===== src/rtl/core/wmf_pkg.sv =====
`timescale 1ns / 1ps
package wmf_pkg;

  localparam int MAX_WIDTH_DEF  = 1024;
  localparam int MAX_WINDOW_DEF = 5;
  localparam int MAX_ROWS       = 1024;
  localparam int ROW_W          = 11;
  localparam int CFG_DATA_W     = 11;
  localparam int CFG_IDX_W      = 2;
  localparam int TAB_W          = 19;

  localparam logic [CFG_IDX_W-1:0] CFG_WINDOW_SIZE  = 2'd0;
  localparam logic [CFG_IDX_W-1:0] CFG_MEAN_MODE    = 2'd1;
  localparam logic [CFG_IDX_W-1:0] CFG_IMAGE_HEIGHT = 2'd2;
  localparam logic [CFG_IDX_W-1:0] CFG_IMAGE_WIDTH  = 2'd3;

  localparam logic [1:0] MODE_ARITH  = 2'd0;
  localparam logic [1:0] MODE_GEO    = 2'd1;
  localparam logic [1:0] MODE_HARM   = 2'd2;
  localparam logic [1:0] MODE_CHARM  = 2'd3;

  typedef enum logic [2:0] {
    ST_IDLE,
    ST_CHECK,
    ST_TAP,
    ST_TAIL,
    ST_DSTART,
    ST_DIV,
    ST_SRCH,
    ST_OUT
  } wmf_state_t;

  typedef struct packed {
    logic accept;
    logic tap_start;
    logic tap_step;
    logic div_start;
    logic div_step;
    logic srch_start;
    logic srch_step;
    logic out_load;
  } wmf_cmd_t;

  typedef struct packed {
    logic pix_ready;
    logic tap_last;
    logic div_done;
    logic srch_done;
    logic geo_search;
    logic out_busy;
  } wmf_stat_t;

  typedef logic [TAB_W-1:0] tab_t [256];

  function automatic logic [63:0] div_u64(input logic [63:0] num, input logic [63:0] den);
    logic [64:0] rem;
    logic [63:0] quo;
    rem = '0;
    quo = '0;
    for (int i = 63; i >= 0; i--) begin
      rem = {rem[63:0], num[i]};
      if (rem >= {1'b0, den}) begin
        rem    = rem - {1'b0, den};
        quo[i] = 1'b1;
      end
    end
    return quo;
  endfunction

  function automatic logic [31:0] isqrt_u64(input logic [63:0] v_in);
    logic [63:0] v;
    logic [63:0] res;
    logic [63:0] bits;
    v    = v_in;
    res  = '0;
    bits = 64'h1 << 62;
    for (int k = 0; k < 32; k++) begin
      if (bits > v) bits = bits >> 2;
    end
    for (int k = 0; k < 32; k++) begin
      if (bits != 64'h0) begin
        if (v >= res + bits) begin
          v   = v - (res + bits);
          res = (res >> 1) + bits;
        end else begin
          res = res >> 1;
        end
        bits = bits >> 2;
      end
    end
    return res[31:0];
  endfunction

  // log2 in Q3.16: exact exponent, fraction by repeated squaring in Q1.30
  function automatic logic [TAB_W-1:0] log2_q16(input logic [7:0] x);
    logic [63:0] y;
    logic [3:0]  e;
    logic [15:0] frac;
    e    = '0;
    frac = '0;
    for (int k = 0; k < 7; k++) begin
      if ((x >> (k + 1)) != 8'h0) e = 4'(k + 1);
    end
    y = 64'(x) << (6'd30 - 6'(e));
    for (int i = 0; i < 16; i++) begin
      y    = (y * y) >> 30;
      frac = {frac[14:0], 1'b0};
      if (y >= 64'h8000_0000) begin
        frac[0] = 1'b1;
        y       = y >> 1;
      end
    end
    return {e[2:0], frac};
  endfunction

  function automatic tab_t build_lg();
    tab_t t;
    t[0] = '0;
    for (int x = 1; x < 256; x++) t[x] = log2_q16(8'(x));
    return t;
  endfunction

  function automatic tab_t build_rc();
    tab_t t;
    t[0] = '0;
    for (int x = 1; x < 256; x++) t[x] = TAB_W'(div_u64(64'd65536, 64'(x)));
    return t;
  endfunction

  function automatic tab_t build_p05();
    tab_t t;
    t[0] = '0;
    for (int x = 1; x < 256; x++)
      t[x] = TAB_W'(isqrt_u64(div_u64(64'h1_0000_0000, 64'(x))));
    return t;
  endfunction

  function automatic tab_t build_p15();
    tab_t t;
    logic [63:0] cube;
    t[0] = '0;
    for (int x = 1; x < 256; x++) begin
      cube = 64'(x) * 64'(x) * 64'(x);
      t[x] = TAB_W'(isqrt_u64(div_u64(64'h1_0000_0000, cube)));
    end
    return t;
  endfunction

  localparam tab_t LG_TAB  = build_lg();
  localparam tab_t RC_TAB  = build_rc();
  localparam tab_t P05_TAB = build_p05();
  localparam tab_t P15_TAB = build_p15();

endpackage


===== src/rtl/core/wmf_ctrl.sv =====
`timescale 1ns / 1ps
module wmf_ctrl (
  input  logic               clk,
  input  logic               rst_n,
  input  logic               in_valid,
  output logic               in_ready,
  input  wmf_pkg::wmf_stat_t stat,
  output wmf_pkg::wmf_cmd_t  cmd
);
  import wmf_pkg::*;

  wmf_state_t state_r, state_nxt;

  always_ff @(posedge clk) begin
    if (!rst_n) state_r <= ST_IDLE;
    else        state_r <= state_nxt;
  end

  always_comb begin
    state_nxt = state_r;
    unique case (state_r)
      ST_IDLE:   if (in_valid) state_nxt = ST_CHECK;
      ST_CHECK:  state_nxt = stat.pix_ready ? ST_TAP : ST_IDLE;
      ST_TAP:    if (stat.tap_last) state_nxt = ST_TAIL;
      ST_TAIL:   state_nxt = ST_DSTART;
      ST_DSTART: state_nxt = ST_DIV;
      ST_DIV:    if (stat.div_done) state_nxt = stat.geo_search ? ST_SRCH : ST_OUT;
      ST_SRCH:   if (stat.srch_done) state_nxt = ST_OUT;
      ST_OUT:    if (!stat.out_busy) state_nxt = ST_IDLE;
      default:   state_nxt = ST_IDLE;
    endcase
  end

  always_comb begin
    cmd      = '0;
    in_ready = 1'b0;
    unique case (state_r)
      ST_IDLE: begin
        in_ready   = 1'b1;
        cmd.accept = in_valid;
      end
      ST_CHECK:  cmd.tap_start = stat.pix_ready;
      ST_TAP:    cmd.tap_step = 1'b1;
      ST_TAIL:   ;
      ST_DSTART: cmd.div_start = 1'b1;
      ST_DIV: begin
        cmd.div_step   = !stat.div_done;
        cmd.srch_start = stat.div_done && stat.geo_search;
      end
      ST_SRCH:   cmd.srch_step = !stat.srch_done;
      ST_OUT:    cmd.out_load = !stat.out_busy;
      default:   ;
    endcase
  end

endmodule


===== config.mk =====
export PLATFORM = sky130hd
export DESIGN_NAME = wmf_ctrl
export DESIGN_NICKNAME = d
export VERILOG_FILES = /design/src/rtl/core/wmf_pkg.sv /design/src/rtl/core/wmf_ctrl.sv
export SDC_FILE = /design/constraint.sdc
export NUM_CORES = 1
export LEC_CHECK = 0
export BUFFER_PORTS_ARGS = -buffer_cell sky130_fd_sc_hd__clkbuf_2
export CORE_AREA = 3 3 40 42
export CTS_CLUSTER_SIZE = 25
export DETAILED_ROUTE_END_ITERATION = 12
export DIE_AREA = 0 0 43 45
export PLACE_DENSITY = 0.49
export SLEW_MARGIN = 20
export SYNTH_ARGS = -nofsm -noshare
export SYNTH_HDL_FRONTEND = slang
export SYNTH_SLANG_ARGS = --single-unit

===== constraint.sdc =====
create_clock -name clk -period 1.09 [get_ports clk]
set_input_delay 0.327 -clock clk [delete_from_list [all_inputs] [get_ports clk]]
set_output_delay 0.327 -clock clk [all_outputs]
set_load 0.01 [all_outputs]

# Yosys cells after proc, flatten, opt, wreduce, memory -nomap -nowiden

Index checks and enable logic that the tools add are counted.

Bits of input ports: 9
RAM bits: 0
Word-level logic and storage cells: 35
Output and inout port bits: 9
Memories kept: 0
Bits in latches: 0
Bits in registers: 3
ROM bits: 0

Magnitude comparators: 0
Add/sub/neg operators: 0
Bitwise logic cells: 0
Multiplexer cells: 16
Reductions and logical operators: 6
Multipliers: 0
Eq/ne operators: 12
Divide/modulo/power cells: 0
Shift-type cells: 0

Operators with widths:

| operator             | number |
|---|---|
| $pmux W3 S8          | 1 |
| $mux W3              | 5 |
| $eq A3 B3 Y1 const B | 4 |
| $ne A2 B2 Y1 const B | 5 |
| $mux W1              | 8 |
| $eq A3 B2 Y1 const B | 2 |
| $reduce_and A5 Y1    | 1 |
| $mux W2              | 2 |
| $eq A3 B1 Y1 const B | 1 |
| $logic_not A1 Y1     | 3 |
| $logic_not A3 Y1     | 1 |
| $logic_and A1 B1 Y1  | 1 |

# Longest topological paths before layout

Gate-level depths: netlist of the first run.

Depth in word-level cells: 3
Depth in mapped cells: 4
Mapped depth without buffers: 3

# Least setup slack after synthesis of the first run

No wires, ideal clock.

Kind: flip-flop to output port
From: reg state_r[1]
To: out cmd[7] (netlist name)
Path slack: -311 ps
Cell stages (with the launch flop): 4
Required time: 763 ps
Buffers on the path: 1
Data arrival time: 1074 ps
Cell sequence: dfxtp_1 -> clkbuf_1 -> nor3_1 -> and2_1

RTL lines:

| element                | line           | text |
|---|---|---|
| start, declared        | wmf_ctrl.sv:12 | `wmf_state_t state_r, state_nxt;` |
| start signal, assigned | wmf_ctrl.sv:16 | `else state_r <= state_nxt;` |
| end, declared          | wmf_ctrl.sv:8  | `output wmf_pkg::wmf_cmd_t cmd` |

==> results of run 1 <==
[routing by layer]
layer  track usage, %  wire (um)  share of wire (%)
met5                0          0                  0
met3             2.79         70                7.7
met4             7.23          0                  0
met1             12.5        370                 41
met2             16.5        464                 51
[path summary, 6_finish.rpt]
path	to	slack, ns	cells after the start
max	cmd[0]	-0.33	3
min	state_r[1]	0.43	3
max reg2reg	state_r[1]	-0.13	6
min reg2reg	state_r[0]	0.68	3
[tightest hold or removal path: cells and delay by family]
| family | cells | cell delay [ns] |
|---|---|---|
| buffers and inverters | 2 | 0.20 |
| AO/OA/AOI/OAI | 1 | 0.10 |
[cell usage in the layout, fill, tap and decap left out, drive strengths merged]
master   count
dfxtp        3
o21a         1
o21bai       1
and2         1
inv          1
a2111oi      1
nor3         4
clkbuf      12
mux2i        2
nand2        4
a21oi        3
nor3b        5
buf         24
nand3        1
a21boi       1
nor2         2
nand3b       1
[power groups by stage]
| stage | sequential, mW | combinational [mW] | clock, mW |
|---|---|---|---|
| after floorplan | 0.124 | 0.0777 | 0 |
| after global placement | 0.136 | 0.129 | 0 |
| after detailed placement | 0.136 | 0.128 | 0 |
| after CTS | 0.132 | 0.139 | 0.202 |
| after global routing | 0.136 | 0.169 | 0.220 |
| final | 0.133 | 0.155 | 0.191 |
[stage by stage]
step	util (%)	TNS [ns]	instances
final	44.5	-2.54	82
after global placement	35.0	-0.953	73
after floorplan	-	-0.260	34
after detailed placement	35.0	-0.964	73
after global routing	44.5	-3.28	82
after CTS	41.7	-2.72	81
[cell families after synthesis]
group / count (synthesis) / synth area share (%)
AO/OA/AOI/OAI: 7 / 19.0
buffers and inverters: 4 / 7.69
flip-flops: 3 / 24.6
multiplexers: 2 / 8.21
AND/OR/NAND/NOR: 18 / 40.5
[what timing repair did]
action | CTS | global route
buffers inserted | 4 | 1
pin swaps | 7 | 5
resized for setup | 10 | 15
endpoints found under the setup margin | 11 | 11
[layout make-up]
class                           count  area (um2)  share of cell area, %
Inverter                            1        3.75                  0.656
Tap cell                           15        18.8                   3.28
Clock buffer                        4        26.3                   4.60
Timing Repair Buffer               32         223                   38.9
Sequential cell                     3        71.3                   12.5
Multi-Input combinational cell     27         229                   40.0
==> results.toml, run 1 <==
[outcome]
status = "finished, violations left"
violations = "negative setup slack"

[yosys]
avgSynthCellArea_um2 = 7.18
yosysSeqAreaShare_pct = 24.6
synth-seq-cells = 3
yosysTopAreaCellShare_pct = 24.6
yosysWarnings = 0
synth.distinct_cells = 17
syn_area_um2 = 244
synthFlopType = "dfxtp_1"
async_flop_share_pct = 0
yosys-top-cells-count = "nor3b_1 (5), nand2_1 (4), nor3_1 (4)"
synth.most_common_cell = "nor3b_1"
synthCells = 34
synth_edf_count = 0
synth_nets = 43
synth_area_leaders = "dfxtp_1 (25%), nor3b_1 (15%), mux2i_1 (8.2%)"
yosys.area.top_type = "dfxtp_1"

[cts]
cts_htree_levels = 1
clock_path_buffers = 2
postCtsHoldBufs = 0
insertion_delay_ns = 0.23
cts_tree = "built"
clkSlewWorstSetupHoldPaths_ns = 0.04
cts_root_buf = "clkbuf_4"
clock-sinks = 3
cts_made_buffers = 3

[route]
drtPass1Iterations = 4
vias_per_cell = 4.52
routedWlPerCell_um = 11.0
drc = 0
drt_wl_total_um = 904
drt-initial-drc-count = 6
ant_nets = 0
vias = 371

[grt]
grt_max_degree = 8
grtUsageTotal_pct = 10.5
antenna_found_initial = 0
grt_pass1_vias = 333
grt_pass1_wl_mm = 1.48
overflow = 0

[critical_path]
cp-start-kind = "flip-flop"
critPathSlowestCell = "dfxtp_4"
crit_type = "flip-flop to primary output"
path_buf_inv = 1
path_cells = "nand2_4 > nor3b_4 > buf_2"
required_ns = 0.76
critPathLaunch = "state_r[2]"
reg2reg_from = "state_r[2]"
worstSetupEndpointType = "primary output"
max_stage_delay_ns = 0.40
arrival_ns = 1.09
cp_max_fo = 7
critPathTopFamily = "flip-flops"

[cells_and_area]
top_register = "state_r"
area_growth_pct = 134
fillers = 130
nets = 77
final_area_um2 = 572
reg.largest.list = "state_r (3)"
num_antenna_cells = 0
final_layout_size_suffix_gt1_share_pct = 73.1
largest_register_ff_count = 3

[power]
power_leakage_nw = 0.294
pwr-share-seq_pct = 27.8
peakVddDrop_mv = 0.423
power.share.clock_pct = 39.9
power.total_uw = 479
p_int_uw = 346
comb_power_share_pct = 32.4
p_switching_uw = 133
switching_share_pct = 27.8
power_density_nw_per_um2 = 838

[sta]
setup_ws_ns = -0.332
drv_slew = 0
slew_headroom_pct = 82.3
timing.fmax_ghz = 0.703
fin_skew_ns = 0.00523
hold_ws_ns = 0.426
period_needed_ns = 1.42
hold_violations = 0
period_share_pct = 130
setup-violations-final = 11
tightest_slew_ns = 0.265
rsz0062_at_grt = "true"

[worst_hold_path]
min-delay-start = "rst_n"
hold_class = "primary input to flip-flop"

[die]
num_rows = 13
io_pins = 18
die-area_um2 = 1940
initial_core_util_pct = 19.0
dieWidth_um = 43
coreArea_um2 = 1280
die_height_um = 45

[placed_design]
hpwl_um = 632
place_area_um2 = 449
gp_congestion = 0.729
dp_slack_ns = -0.147
port_buffers = 17

[job]
max_cap_violations = 0
No activity file was read; power rests on OpenSTA's default activity.
==> run 2, diff against run 1 <==
- CORE_AREA: 3 3 40 42 -> 2 2 39 41
- DIE_AREA: 0 0 43 45 -> 0 0 41 43
- SETUP_SLACK_MARGIN: not set -> 0.1
==> results.toml, run 2 (synthesis gave the netlist of run 1 again) <==
[cells_and_area]
largest_register_ff_count = 3
final_layout_size_suffix_gt1_share_pct = 76.8
reg.largest.list = "state_r (3)"
fin_cells = 85
final_cell_mix = "buf_2 (9), clkbuf_2 (8), buf_6 (8), buf_4 (8)"
num_antenna_cells = 0
top_register = "state_r"
layout_commonest_cell = "buf_2"
nets = 79
regArea_um2 = 71.3
multi_input_comb_area_um2 = 248
area_growth_pct = 156
fillers = 149

[cts]
cts_htree_levels = 1
cts_root_buf = "clkbuf_4"
cts_tree = "built"
cts_made_buffers = 3
postCtsHoldBufs = 0
clock_path_buffers = 2
clock-sinks = 3
clkSlewWorstSetupHoldPaths_ns = 0.04
insertion_delay_ns = 0.23

[route]
vias = 367
drt_wl_total_um = 898
drt-initial-drc-count = 0
drtPass1Iterations = 1
vias_per_cell = 4.32
drc = 0
ant_nets = 0
routedWlPerCell_um = 10.6

[sta]
setup-violations-final = 10
timing.fmax_ghz = 0.719
tightest_slew_ns = 0.258
period_share_pct = 128
rsz0062_at_grt = "true"
period_needed_ns = 1.39
drv_slew = 0
hold_violations = 0
slew_headroom_pct = 82.7
setup_ws_ns = -0.301
fin_skew_ns = 0.00332

[outcome]
status = "finished, violations left"
violations = "negative setup slack"

[grt]
grtUsageTotal_pct = 12.3
grt_max_degree = 8
busiest_layer = "met2"
grt_pass1_wl_mm = 1.43
met3_usage_pct = 7.85
overflow = 0
grt_pass1_vias = 345
antenna_found_initial = 0
grtUsageMet2_pct = 18.8
grt_util_met1_pct = 14.4

[job]
max_cap_violations = 0

[power]
switching_share_pct = 28.1
p_switching_uw = 144
pwr-share-seq_pct = 25.8
comb_power_share_pct = 37.0
peakVddDrop_mv = 0.564
power_leakage_nw = 0.314
p_int_uw = 368
power.total_uw = 512
power.share.clock_pct = 37.3
power_density_nw_per_um2 = 819

[die]
num_rows = 14
initial_core_util_pct = 17.6
coreArea_um2 = 1380
io_pins = 18
dieWidth_um = 41
die-area_um2 = 1760
die_height_um = 43

[critical_path]
path_cells = "buf_12 > nor3_4 > and2_4 > buf_6"
worstSetupEndpointType = "primary output"
cp-start-kind = "flip-flop"
crit_type = "flip-flop to primary output"
critPathSlowestCell = "dfxtp_4"
cp_max_fo = 5
path_buf_inv = 2
max_stage_delay_ns = 0.36
critPathTopFamily = "flip-flops"
arrival_ns = 1.06
required_ns = 0.76

[placed_design]
gp_congestion = 0.723
dp_slack_ns = -0.218
dp_cells = 73
hpwl_um = 604
port_buffers = 17

[worst_hold_path]
hold_class = "primary input to flip-flop"
==> run 2: cell types whose count changed in the layout (fill, tap and decap cells not counted), sizes merged <==
cell | before | now
buf | 24 | 26
==> run 2: final timing paths <==
check	start	endpoint	slack, ns	cells after the start
worst min-delay path	rst_n	state_r[1]	0.34	2
worst max register to register	state_r[2]	state_r[0]	-0.15	5
worst max-delay path	state_r[0]	cmd[7]	-0.30	4
worst min register to register	state_r[2]	state_r[0]	0.55	2
==> run 2: stage by stage <==
stage | setup TNS (ns) | instance area [um2] | util (%) | hold WS [ns]
CTS | -2.71 | 582 | 42.0 | 0.333
global route | -3.34 | 624 | 45.1 | 0.347
detailed placement | -1.31 | 455 | 32.9 | 0.555
floorplan | -0.260 | 303 | - | 0.445
finish | -2.57 | 624 | 45.1 | 0.342
global placement | -1.19 | 455 | 32.9 | 0.552
==> run 2: worst reg2reg max path: cells and delay by family, from the launching register on <==
family                 cells  cell delay, ns
buffers and inverters      2            0.23
DFF                        1            0.38
AOI/OAI and AO/OA          2            0.44
muxes                      1            0.12
==> run 2: layout make-up <==
cell class	count	share of cell area, %
flip-flops and latches	3	11.4
clock buffers	4	4.21
multi-input cells	27	39.7
inverters	1	0.601
repair buffers	34	40.9
well taps	16	3.21
==> run 2: power groups by stage <==
stage	clock network, mW	registers (mW)	logic, mW
after floorplan	0	0.124	0.0778
after CTS	0.205	0.133	0.165
after global routing	0.218	0.133	0.206
final	0.191	0.132	0.189
after global placement	0	0.139	0.128
after detailed placement	0	0.139	0.129
==> run 2: per-layer routing <==
metal  wire, um  share of wire, %  vias to the layer above
met2        461                51                        9
met1        400                45                      162
met3         36               4.0                        0
li1           -                 -                      196
met4          0                 0                        0
met5          0                 0                        -
==> run 2: timing repair <==
action / CTS / global route
hold endpoints to repair: 0 / 0
setup buffers: 10 / 2
setup endpoints to repair: 12 / 12
gates resized for setup: 17 / 16
pin swaps: 5 / 5
